--- src/rtl/spdma_pkg.sv ---
// Shared types and constants for the sprite DMA and pixel select block.
package spdma_pkg;

    // Function codes carried in the func field of an input beat.
    localparam logic [1:0] FUNC_SLOT  = 2'd0;
    localparam logic [1:0] FUNC_QUERY = 2'd1;
    localparam logic [1:0] FUNC_PTR   = 2'd2;

    // First DMA slot; each later sprite follows four counts on.
    localparam logic [7:0] SLOT_BASE = 8'h14;

    // Width of the byte address that leaves the block.
    localparam int unsigned ADDR_OUT_W = 19;

    // Base colour numbers of a sprite pair.
    localparam logic [5:0] COLOUR_BASE = 6'd32;

    // Configuration register word indexes.
    localparam logic REG_DMA_ENABLE = 1'b0;

    typedef struct packed {
        logic [1:0]  func;
        logic [7:0]  slot_hclock;
        logic [8:0]  line_vpos;
        logic [2:0]  sprite_sel;
        logic [8:0]  pixel_hpos;
        logic [15:0] mem_word_lo;
        logic [15:0] mem_word_hi;
        logic [18:0] pointer_value;
    } in_beat_t;

    typedef struct packed {
        logic        fetched;
        logic [18:0] fetch_addr;
        logic [5:0]  colour_num;
    } out_beat_t;

    // Operation decided by the front end.
    typedef enum logic [1:0] {
        OP_NONE,
        OP_SLOT,
        OP_QUERY,
        OP_PTR
    } op_t;

    // Decoded command that travels through the queue.
    typedef struct packed {
        op_t         op;
        logic [2:0]  idx;
        logic [8:0]  vpos;
        logic [8:0]  hpos;
        logic [15:0] wlo;
        logic [15:0] whi;
        logic [18:0] pval;
    } cmd_t;

    // Queue status seen by the front and back ends.
    typedef struct packed {
        logic full;
        logic not_empty;
    } q_stat_t;

endpackage

--- src/rtl/spdma_front.sv ---
// Front end: configuration register and decode of incoming beats into commands.
module spdma_front #(
    parameter int NUM_SPRITES = 8
) (
    input  logic                clk,
    input  logic                rst_n,
    input  logic                psel,
    input  logic                penable,
    input  logic                pwrite,
    input  logic [2:0]          paddr,
    input  logic [31:0]         pwdata,
    output logic [31:0]         prdata,
    input  spdma_pkg::in_beat_t item,
    output spdma_pkg::cmd_t     cmd
);

    logic       dma_en_reg;
    logic       dma_en_next;
    logic [7:0] slot_diff;
    logic       slot_hit;
    logic       sel_ok;

    // Word index of the register lives in paddr[2].
    always_comb
    begin
        dma_en_next = dma_en_reg;
        if (psel && penable && pwrite && (paddr[2] == spdma_pkg::REG_DMA_ENABLE))
        begin
            dma_en_next = pwdata[0];
        end
    end

    always_ff @(posedge clk or negedge rst_n)
    begin
        if (!rst_n)
        begin
            dma_en_reg <= 1'b0;
        end
        else
        begin
            dma_en_reg <= dma_en_next;
        end
    end

    assign prdata = (paddr[2] == spdma_pkg::REG_DMA_ENABLE) ? {31'b0, dma_en_reg} : 32'b0;

    // A slot belongs to sprite n when the count is SLOT_BASE plus four times n.
    assign slot_diff = item.slot_hclock - spdma_pkg::SLOT_BASE;
    assign slot_hit  = dma_en_reg && (item.slot_hclock >= spdma_pkg::SLOT_BASE) &&
                       (slot_diff[1:0] == 2'b00) &&
                       (slot_diff[7:2] < 6'(NUM_SPRITES));
    assign sel_ok    = {1'b0, item.sprite_sel} < 4'(NUM_SPRITES);

    always_comb
    begin
        cmd.op   = spdma_pkg::OP_NONE;
        cmd.idx  = item.sprite_sel;
        cmd.vpos = item.line_vpos;
        cmd.hpos = item.pixel_hpos;
        cmd.wlo  = item.mem_word_lo;
        cmd.whi  = item.mem_word_hi;
        cmd.pval = item.pointer_value;
        unique case (item.func)
            spdma_pkg::FUNC_SLOT:
            begin
                cmd.idx = slot_diff[4:2];
                if (slot_hit)
                begin
                    cmd.op = spdma_pkg::OP_SLOT;
                end
            end
            spdma_pkg::FUNC_QUERY:
            begin
                if (sel_ok)
                begin
                    cmd.op = spdma_pkg::OP_QUERY;
                end
            end
            spdma_pkg::FUNC_PTR:
            begin
                if (sel_ok)
                begin
                    cmd.op = spdma_pkg::OP_PTR;
                end
            end
            default:
            begin
                cmd.op = spdma_pkg::OP_NONE;
            end
        endcase
    end

endmodule

--- src/rtl/spdma_fifo.sv ---
// Two-entry command queue between the front and back ends.
module spdma_fifo (
    input  logic                 clk,
    input  logic                 rst_n,
    input  logic                 push,
    input  spdma_pkg::cmd_t      push_cmd,
    input  logic                 pop,
    output spdma_pkg::cmd_t      head_cmd,
    output spdma_pkg::q_stat_t   stat
);

    localparam int DEPTH = 2;
    localparam int PTR_W = $clog2(DEPTH);

    spdma_pkg::cmd_t   mem_reg [DEPTH];
    logic [PTR_W-1:0]  wr_ptr_reg;
    logic [PTR_W-1:0]  wr_ptr_next;
    logic [PTR_W-1:0]  rd_ptr_reg;
    logic [PTR_W-1:0]  rd_ptr_next;
    logic [PTR_W:0]    count_reg;
    logic [PTR_W:0]    count_next;

    always_comb
    begin
        wr_ptr_next = push ? wr_ptr_reg + PTR_W'(1) : wr_ptr_reg;
        rd_ptr_next = pop ? rd_ptr_reg + PTR_W'(1) : rd_ptr_reg;
        count_next  = count_reg + (PTR_W+1)'(push) - (PTR_W+1)'(pop);
    end

    always_ff @(posedge clk or negedge rst_n)
    begin
        if (!rst_n)
        begin
            wr_ptr_reg <= '0;
            rd_ptr_reg <= '0;
            count_reg  <= '0;
        end
        else
        begin
            wr_ptr_reg <= wr_ptr_next;
            rd_ptr_reg <= rd_ptr_next;
            count_reg  <= count_next;
        end
    end

    always_ff @(posedge clk)
    begin
        if (push)
        begin
            mem_reg[wr_ptr_reg] <= push_cmd;
        end
    end

    assign head_cmd       = mem_reg[rd_ptr_reg];
    assign stat.full      = (count_reg == (PTR_W+1)'(DEPTH));
    assign stat.not_empty = (count_reg != '0);

endmodule

--- src/rtl/spdma_back.sv ---
// Back end: per-sprite state, DMA slot execution, pixel colour and result register.
module spdma_back #(
    parameter int NUM_SPRITES = 8,
    parameter int ADDR_BITS   = 19
) (
    input  logic                 clk,
    input  logic                 rst_n,
    input  spdma_pkg::cmd_t      cmd,
    input  spdma_pkg::q_stat_t   stat,
    output logic                 pop,
    output logic                 result_valid,
    input  logic                 result_stall,
    output spdma_pkg::out_beat_t result
);

    localparam int IDX_W = (NUM_SPRITES > 1) ? $clog2(NUM_SPRITES) : 1;
    localparam int OW    = spdma_pkg::ADDR_OUT_W;

    logic                 active_reg [NUM_SPRITES];
    logic [ADDR_BITS-2:0] ptr_reg    [NUM_SPRITES];
    logic [15:0]          pos_reg    [NUM_SPRITES];
    logic [15:0]          ctl_reg    [NUM_SPRITES];
    logic [15:0]          data_a_reg [NUM_SPRITES];
    logic [15:0]          data_b_reg [NUM_SPRITES];

    logic                 result_valid_reg;
    logic                 result_valid_next;
    spdma_pkg::out_beat_t result_reg;
    spdma_pkg::out_beat_t result_next;

    logic [IDX_W-1:0]     n;
    logic                 cur_active;
    logic [ADDR_BITS-2:0] cur_ptr;
    logic [15:0]          cur_pos;
    logic [15:0]          cur_ctl;
    logic [15:0]          cur_a;
    logic [15:0]          cur_b;
    logic [8:0]           vstart;
    logic [8:0]           vstop;
    logic [8:0]           hstart;
    logic [8:0]           hdiff;
    logic [3:0]           bit_sel;
    logic                 px_a;
    logic                 px_b;
    logic                 act_eff;
    logic                 in_win;
    logic                 past_stop;
    logic                 both_nz;
    logic [ADDR_BITS+OW-1:0] pval_ext;
    logic [ADDR_BITS+OW-1:0] addr_ext;

    logic                 wr_slot;
    logic                 wr_posctl;
    logic                 wr_data;
    logic                 wr_ptr;
    logic                 new_active;
    logic [ADDR_BITS-2:0] new_ptr;

    assign pop = stat.not_empty && (!result_valid_reg || !result_stall);

    assign n          = cmd.idx[IDX_W-1:0];
    assign cur_active = active_reg[n];
    assign cur_ptr    = ptr_reg[n];
    assign cur_pos    = pos_reg[n];
    assign cur_ctl    = ctl_reg[n];
    assign cur_a      = data_a_reg[n];
    assign cur_b      = data_b_reg[n];

    assign vstart = {cur_ctl[2], cur_pos[15:8]};
    assign vstop  = {cur_ctl[1], cur_ctl[15:8]};
    assign hstart = {cur_pos[7:0], cur_ctl[0]};

    // Line zero clears the active flag before the slot acts.
    assign act_eff   = cur_active && (cmd.vpos != 9'd0);
    assign in_win    = (cmd.vpos >= vstart);
    assign past_stop = (cmd.vpos > vstop);
    assign both_nz   = (cmd.wlo != 16'd0) && (cmd.whi != 16'd0);

    // Pixel bit: data bit 15 minus the offset from the left edge.
    assign hdiff   = cmd.hpos - hstart;
    assign bit_sel = ~hdiff[3:0];
    assign px_a    = cur_a[bit_sel];
    assign px_b    = cur_b[bit_sel];

    assign pval_ext = {{ADDR_BITS{1'b0}}, cmd.pval};
    assign addr_ext = {{OW{1'b0}}, cur_ptr, 1'b0};

    always_comb
    begin
        wr_slot    = pop && (cmd.op == spdma_pkg::OP_SLOT);
        wr_posctl  = wr_slot && !act_eff;
        wr_data    = wr_slot && act_eff && in_win && !past_stop;
        wr_ptr     = wr_slot || (pop && (cmd.op == spdma_pkg::OP_PTR));
        new_active = act_eff ? !(in_win && past_stop) : both_nz;
        new_ptr    = cur_ptr;
        if (cmd.op == spdma_pkg::OP_PTR)
        begin
            new_ptr = pval_ext[ADDR_BITS-1:1];
        end
        else if (wr_data || (!act_eff && both_nz))
        begin
            new_ptr = cur_ptr + (ADDR_BITS-1)'(2);
        end
    end

    always_comb
    begin
        result_next = '0;
        unique case (cmd.op)
            spdma_pkg::OP_SLOT:
            begin
                if (!act_eff || (in_win && !past_stop))
                begin
                    result_next.fetched    = 1'b1;
                    result_next.fetch_addr = addr_ext[OW-1:0];
                end
            end
            spdma_pkg::OP_QUERY:
            begin
                if (in_win && !past_stop && (cmd.hpos >= hstart) &&
                    (hdiff[8:4] == 5'd0) && (px_a || px_b))
                begin
                    result_next.colour_num = spdma_pkg::COLOUR_BASE +
                                             {3'b0, px_b, px_a, 1'b0} +
                                             {2'b0, cmd.idx[2:1], 2'b0};
                end
            end
            spdma_pkg::OP_PTR,
            spdma_pkg::OP_NONE:
            begin
                result_next = '0;
            end
            default:
            begin
                result_next = '0;
            end
        endcase
    end

    always_comb
    begin
        result_valid_next = result_valid_reg;
        if (pop)
        begin
            result_valid_next = 1'b1;
        end
        else if (!result_stall)
        begin
            result_valid_next = 1'b0;
        end
    end

    always_ff @(posedge clk or negedge rst_n)
    begin
        if (!rst_n)
        begin
            result_valid_reg <= 1'b0;
        end
        else
        begin
            result_valid_reg <= result_valid_next;
        end
    end

    always_ff @(posedge clk)
    begin
        if (pop)
        begin
            result_reg <= result_next;
        end
    end

    always_ff @(posedge clk or negedge rst_n)
    begin
        if (!rst_n)
        begin
            for (int i = 0; i < NUM_SPRITES; i++)
            begin
                active_reg[i] <= 1'b0;
                ptr_reg[i]    <= '0;
                pos_reg[i]    <= '0;
                ctl_reg[i]    <= '0;
                data_a_reg[i] <= '0;
                data_b_reg[i] <= '0;
            end
        end
        else
        begin
            if (wr_slot)
            begin
                active_reg[n] <= new_active;
            end
            if (wr_ptr)
            begin
                ptr_reg[n] <= new_ptr;
            end
            if (wr_posctl)
            begin
                pos_reg[n] <= cmd.wlo;
                ctl_reg[n] <= cmd.whi;
            end
            if (wr_data)
            begin
                data_a_reg[n] <= cmd.wlo;
                data_b_reg[n] <= cmd.whi;
            end
        end
    end

    assign result_valid = result_valid_reg;
    assign result       = result_reg;

endmodule

--- src/rtl/sprite_dma_and_pixel_select_top.sv ---
// Top level of the sprite DMA and pixel select block.
//
//   Channel   Direction  Handshake                  Payload
//   item      in         item_valid / item_stall    spdma_pkg::in_beat_t
//   result    out        result_valid / result_stall spdma_pkg::out_beat_t
//   config    in         APB (psel, penable, ...)   sprite_dma_enable at word 0
//
// One item beat is taken per cycle while the queue is not full and one result
// beat leaves per cycle while result_stall is low; the rate is set by the back end,
// which reads and updates one sprite entry per cycle when the result is not stalled.
// An item beat passes through the command queue and then the result register,
// from which its result beat leaves.
// Reset clears the DMA enable, every sprite entry and both handshakes at once.
// A stalled result holds in the result register while the two-entry queue still
// takes item beats; item_stall rises only when that queue is full.
module sprite_dma_and_pixel_select_top #(
    parameter int NUM_SPRITES = 8,
    parameter int ADDR_BITS   = 19
) (
    input  logic                 clk,
    input  logic                 rst_n,
    input  logic                 psel,
    input  logic                 penable,
    input  logic                 pwrite,
    input  logic [2:0]           paddr,
    input  logic [31:0]          pwdata,
    output logic [31:0]          prdata,
    output logic                 pready,
    input  logic                 item_valid,
    output logic                 item_stall,
    input  spdma_pkg::in_beat_t  item,
    output logic                 result_valid,
    input  logic                 result_stall,
    output spdma_pkg::out_beat_t result
);

    spdma_pkg::cmd_t    front_cmd;
    spdma_pkg::cmd_t    head_cmd;
    spdma_pkg::q_stat_t q_stat;
    logic               push;
    logic               pop;

    assign pready = 1'b1;

    // The front end decodes the beat against the enable register.
    spdma_front #(
        .NUM_SPRITES (NUM_SPRITES)
    ) u_front (
        .clk     (clk),
        .rst_n   (rst_n),
        .psel    (psel),
        .penable (penable),
        .pwrite  (pwrite),
        .paddr   (paddr),
        .pwdata  (pwdata),
        .prdata  (prdata),
        .item    (item),
        .cmd     (front_cmd)
    );

    // A beat is taken whenever the queue has room.
    assign item_stall = q_stat.full;
    assign push       = item_valid && !q_stat.full;

    spdma_fifo u_fifo (
        .clk      (clk),
        .rst_n    (rst_n),
        .push     (push),
        .push_cmd (front_cmd),
        .pop      (pop),
        .head_cmd (head_cmd),
        .stat     (q_stat)
    );

    // The back end owns all sprite state and the result register.
    spdma_back #(
        .NUM_SPRITES (NUM_SPRITES),
        .ADDR_BITS   (ADDR_BITS)
    ) u_back (
        .clk          (clk),
        .rst_n        (rst_n),
        .cmd          (head_cmd),
        .stat         (q_stat),
        .pop          (pop),
        .result_valid (result_valid),
        .result_stall (result_stall),
        .result       (result)
    );

endmodule
--- config.mk ---
export PLATFORM = sky130hd
export DESIGN_NAME = sprite_dma_and_pixel_select_top
export DESIGN_NICKNAME = d
export VERILOG_FILES = /design/src/rtl/spdma_pkg.sv /design/src/rtl/spdma_front.sv /design/src/rtl/spdma_fifo.sv /design/src/rtl/spdma_back.sv /design/src/rtl/sprite_dma_and_pixel_select_top.sv
export SDC_FILE = /design/constraint.sdc
export NUM_CORES = 1
export LEC_CHECK = 0
export BUFFER_PORTS_ARGS = -buffer_cell sky130_fd_sc_hd__clkbuf_2
export CAP_MARGIN = 20
export CORE_MARGIN = 2
export CORE_UTILIZATION = 30
export DETAILED_ROUTE_END_ITERATION = 7
export PLACE_DENSITY = 0.5
export SETUP_SLACK_MARGIN = 0.15
export SYNTH_ARGS = -nofsm -noshare
export SYNTH_HDL_FRONTEND = slang
export SYNTH_SLANG_ARGS = --single-unit
--- constraint.sdc ---
create_clock -name clk -period 9.9 [get_ports clk]
set_input_delay 0.495 -clock clk [delete_from_list [all_inputs] [get_ports clk]]
set_output_delay 0.495 -clock clk [all_outputs]
set_load 0.02 [all_outputs]
==> results.toml <==
[power]
power.switching_w = 0.00588
swShare_pct = 40.5
intPower_w = 0.00863
leakage_nw = 17.1
seq_power_share_pct = 36.8
comb_power_share_pct = 38.7
pwr_density_cell_mw_per_mm2 = 351
vdd_drop_max_v = 0.000182
clkPwrFrac_pct = 24.5

[floorplanning]
start_util_pct = 30.2
chipWidth_um = 346
io_pins = 185
design.core.area_mm2 = 0.116
die_h_um = 346
fp-row-count = 125
die_area_mm2 = 0.120

[timing]
relSlewSlack_pct = 13.8
tightestPinTransition_ns = 1.29
max_freq_mhz = 153
skew_ns = 0.0356
post-route-period-util_pct = 66.2
finalHoldViolations = 0
maxSlewViolCount = 0
finalSetupTns_ns = 0
min_period_ns = 6.55
grt_setup_unrepaired = "false"
setup_viol_count_final = 0

[critical_path]
worstPathCellList = "nor2_1 > a2bb2oi_1 > o22ai_1 > nor4_1 > ha_1 > nand2b_1 > a211oi_1 > o21ai_0 > a21oi_1 > nor4_4 > buf_4 > or2_2 > xnor2_1 > o21ai_0 > o21ai_0"
critical_path_arrival_ns = 7.04
cp_max_fo = 58
worstPathBufferInverterCount = 1
rr_endpoint = "u_back.ptr_reg[1]$_DFFE_PN0P_"
cp.required_ns = 10.39
timing.rr.start = "u_fifo.rd_ptr_reg$_DFFE_PN0P_"
startpoint_type = "flop"
cp-end-kind = "flop"
critPathKind = "reg -> reg"
crit_path_max_incr_delay_ns = 1.08
critPathMostFrequentCell = "o21ai_0"
rrSetupSlack_ns = 3.35
path_delay_family = "compound AO/OA/AOI/OAI gates"
slowest_stage = "a2bb2oi_1"
reg2reg_depth = 15

[min_path]
min_to = "u_fifo.mem_reg[0][62]$_DFFE_PP_"
min_path_cells = 1
worst_hold_path_type = "in -> reg"
min_from = "item[65]"

[cells_and_area]
area_growth_pct = 17.7
fill_cells = 11700
diodes = 0
register_area_mm2 = 0.0209
multi_input_area_mm2 = 0.0133
post_layout_nonfiller_instances = 5131
postLayoutCellArea_mm2 = 0.0413
nets = 3687
largest_reg_flops = 146
drive_above_1_share_pct = 13.5

[clock_network]
cts_resized = 0
clk_pin_slew_ns = 0.06
cts_buffer_depth = 3
cts_setup_buffers = 0
root_buffer = "clkbuf_16"
cts_max_level = 3
clock_sinks = 800
clock_latency_ns = 0.68
ctsHoldBuffers = 51
numCtsBuffers = 93
cts_tree = "yes"

[global_routing]
grtUsageMet3_pct = 2.48
overflow = 0
antenna_found_initial = 0
grt-busiest-layer = "met2"
grt_pass1_wl_mm = 175
met1_usage_pct = 25.9
globalRouteMet2Util_pct = 32.3
grtUsageTotal_pct = 19.3
grt_max_degree = 167
grt_pass1_vias = 26300

[synthesis]
synth_largest_area_cell = "dfrtp_1"
syn_area_mm2 = 0.0351
yosysWarnings = 0
ys_top_cells_by_count = "dfrtp_1, nand2_1, nor2_1"
synth.most_common_cell = "dfrtp_1"
async_reset_ff_share_pct = 78.8
seq_area_frac_synth_pct = 59.5
synth-edff-count = 170
synth.avg_cell_area_um2 = 10.3
ys_ff_latch = 800
synth_compound_area_share_pct = 18.7
synth_top_family_by_area = "compound AO/OA/AOI/OAI gates"
muxShareOfSynthArea_pct = 3.38
yosys.area_share.simple_pct = 12.7
synth_area_leaders = "dfrtp_1, edfxtp_1, nand2_1"
yosysUniqueCellTypes = 82
synthCells = 3398
synth_fa_ha_area_share_pct = 1.27
synth_xor_area_share_pct = 0.781
synth.top_cell.area_share_pct = 44.9
synth_ff_type = "dfrtp_1"

[route]
drc_errors = 0
vias = 26600
wl_per_cell_um = 22.7
routed_wl_mm = 116
dr.pass1.iters = 7
drtAntennaViolNets = 0
drt-initial-drc-count = 2197
avgViaCountPerCell = 5.19

[placed_design]
portBuffers = 116
dpl.hpwl_mm = 70.2
placed_area_mm2 = 0.0376
place_congestion = 0.796
numPlacedInstances = 4905

[job]
maxCapViolCount = 0

[run_status]
status = "finished, final reports clean"
placed cells by master (no fill, tap or decap), types with 30 or more instances in the layout:
cell type	synthesis	layout
nor2_1	338	325
nand2_1	552	544
clkbuf_16	0	94
edfxtp_1	170	170
a22oi_1	96	96
nor4_1	30	30
conb_1	2	34
buf_4	36	110
dlygate4sd3_1	0	51
a21oi_1	336	336
mux2_2	51	50
clkbuf_2	0	115
o21ai_0	330	330
dfrtp_1	630	629
o221ai_1	88	88
mux2i_1	61	58
ha_1	34	34
o22ai_1	56	53
worst max path at each step:
stage,slack (ns),end,startpoint,cells after the start
2_1_floorplan,4.48,u_back.result[3]$_SDFFCE_PN0P_,u_fifo.rd_ptr_reg$_DFFE_PN0P_,24
3_3_place_gp,3.34,u_back.ptr_reg[37]$_DFFE_PN0P_,u_fifo.rd_ptr_reg$_DFFE_PN0P_,15
3_5_place_dp,3.35,u_back.ptr_reg[1]$_DFFE_PN0P_,u_fifo.rd_ptr_reg$_DFFE_PN0P_,15
4_1_cts,3.29,u_back.ptr_reg[1]$_DFFE_PN0P_,u_fifo.rd_ptr_reg$_DFFE_PN0P_,15
5_1_grt,3.12,u_back.ptr_reg[1]$_DFFE_PN0P_,u_fifo.rd_ptr_reg$_DFFE_PN0P_,17
6_report,3.35,u_back.ptr_reg[1]$_DFFE_PN0P_,u_fifo.rd_ptr_reg$_DFFE_PN0P_,15
per-layer routing:
| metal | routed length [µm] | vias to the layer above |
|---|---|---|
| li1 | - | 12400 |
| met5 | 0 | - |
| met4 | 3660 | 0 |
| met2 | 55900 | 685 |
| met3 | 5280 | 189 |
| met1 | 51700 | 13300 |
metrics by stage:
step	total power (W)	util, %	hold WS, ns	setup WS [ns]
after CTS	0.0146	35.6	0.0000240	3.29
after floorplan	0.00867	-	0.199	4.48
final	0.0145	35.6	0.0363	3.35
after global routing	0.0154	35.6	0.0104	3.12
after global placement	0.0109	32.4	0.455	3.34
after detailed placement	0.0110	32.4	0.464	3.35
worst reg2reg max path, cell delays in order, from the launching register on:
cell       delay [ns]
dfrtp_4          0.93
nor2_1           0.35
a2bb2oi_1        1.08
o22ai_1          0.20
nor4_1           0.56
ha_1             0.32
nand2b_1         0.15
a211oi_1         0.22
o21ai_0          0.11
a21oi_1          0.62
nor4_4           0.10
buf_4            0.26
or2_2            0.37
xnor2_1          0.13
o21ai_0          0.79
o21ai_0          0.19
layout make-up:
class / count / share of cell area (%)
inverters: 24 / 0.218
clock buffers: 138 / 6.46
multi-input cells: 2328 / 32.1
well taps: 1524 / 4.62
repair buffers: 281 / 4.85
clock inverters: 36 / 1.17
flip-flops and latches: 800 / 50.6
cells by family (layout without fill, tap and decap cells):
logic type,Yosys count,count (layout)
AO/OA/AOI/OAI,1068,1068
AND/OR/NAND/NOR,1052,1052
flip-flops,800,800
buffers and inverters,302,479
multiplexers,112,112
adder cells (fa/ha/maj),35,35
XOR/XNOR,27,27
other,2,34
power by group through the flow:
stage | logic (W) | clock network (W) | registers [W]
finish | 0.00562 | 0.00355 | 0.00534
global placement | 0.00556 | 0 | 0.00535
floorplan | 0.00346 | 0 | 0.00521
CTS | 0.00565 | 0.00363 | 0.00533
detailed placement | 0.00561 | 0 | 0.00538
global route | 0.00615 | 0.00376 | 0.00549
No activity file was read; power rests on OpenSTA's default activity.
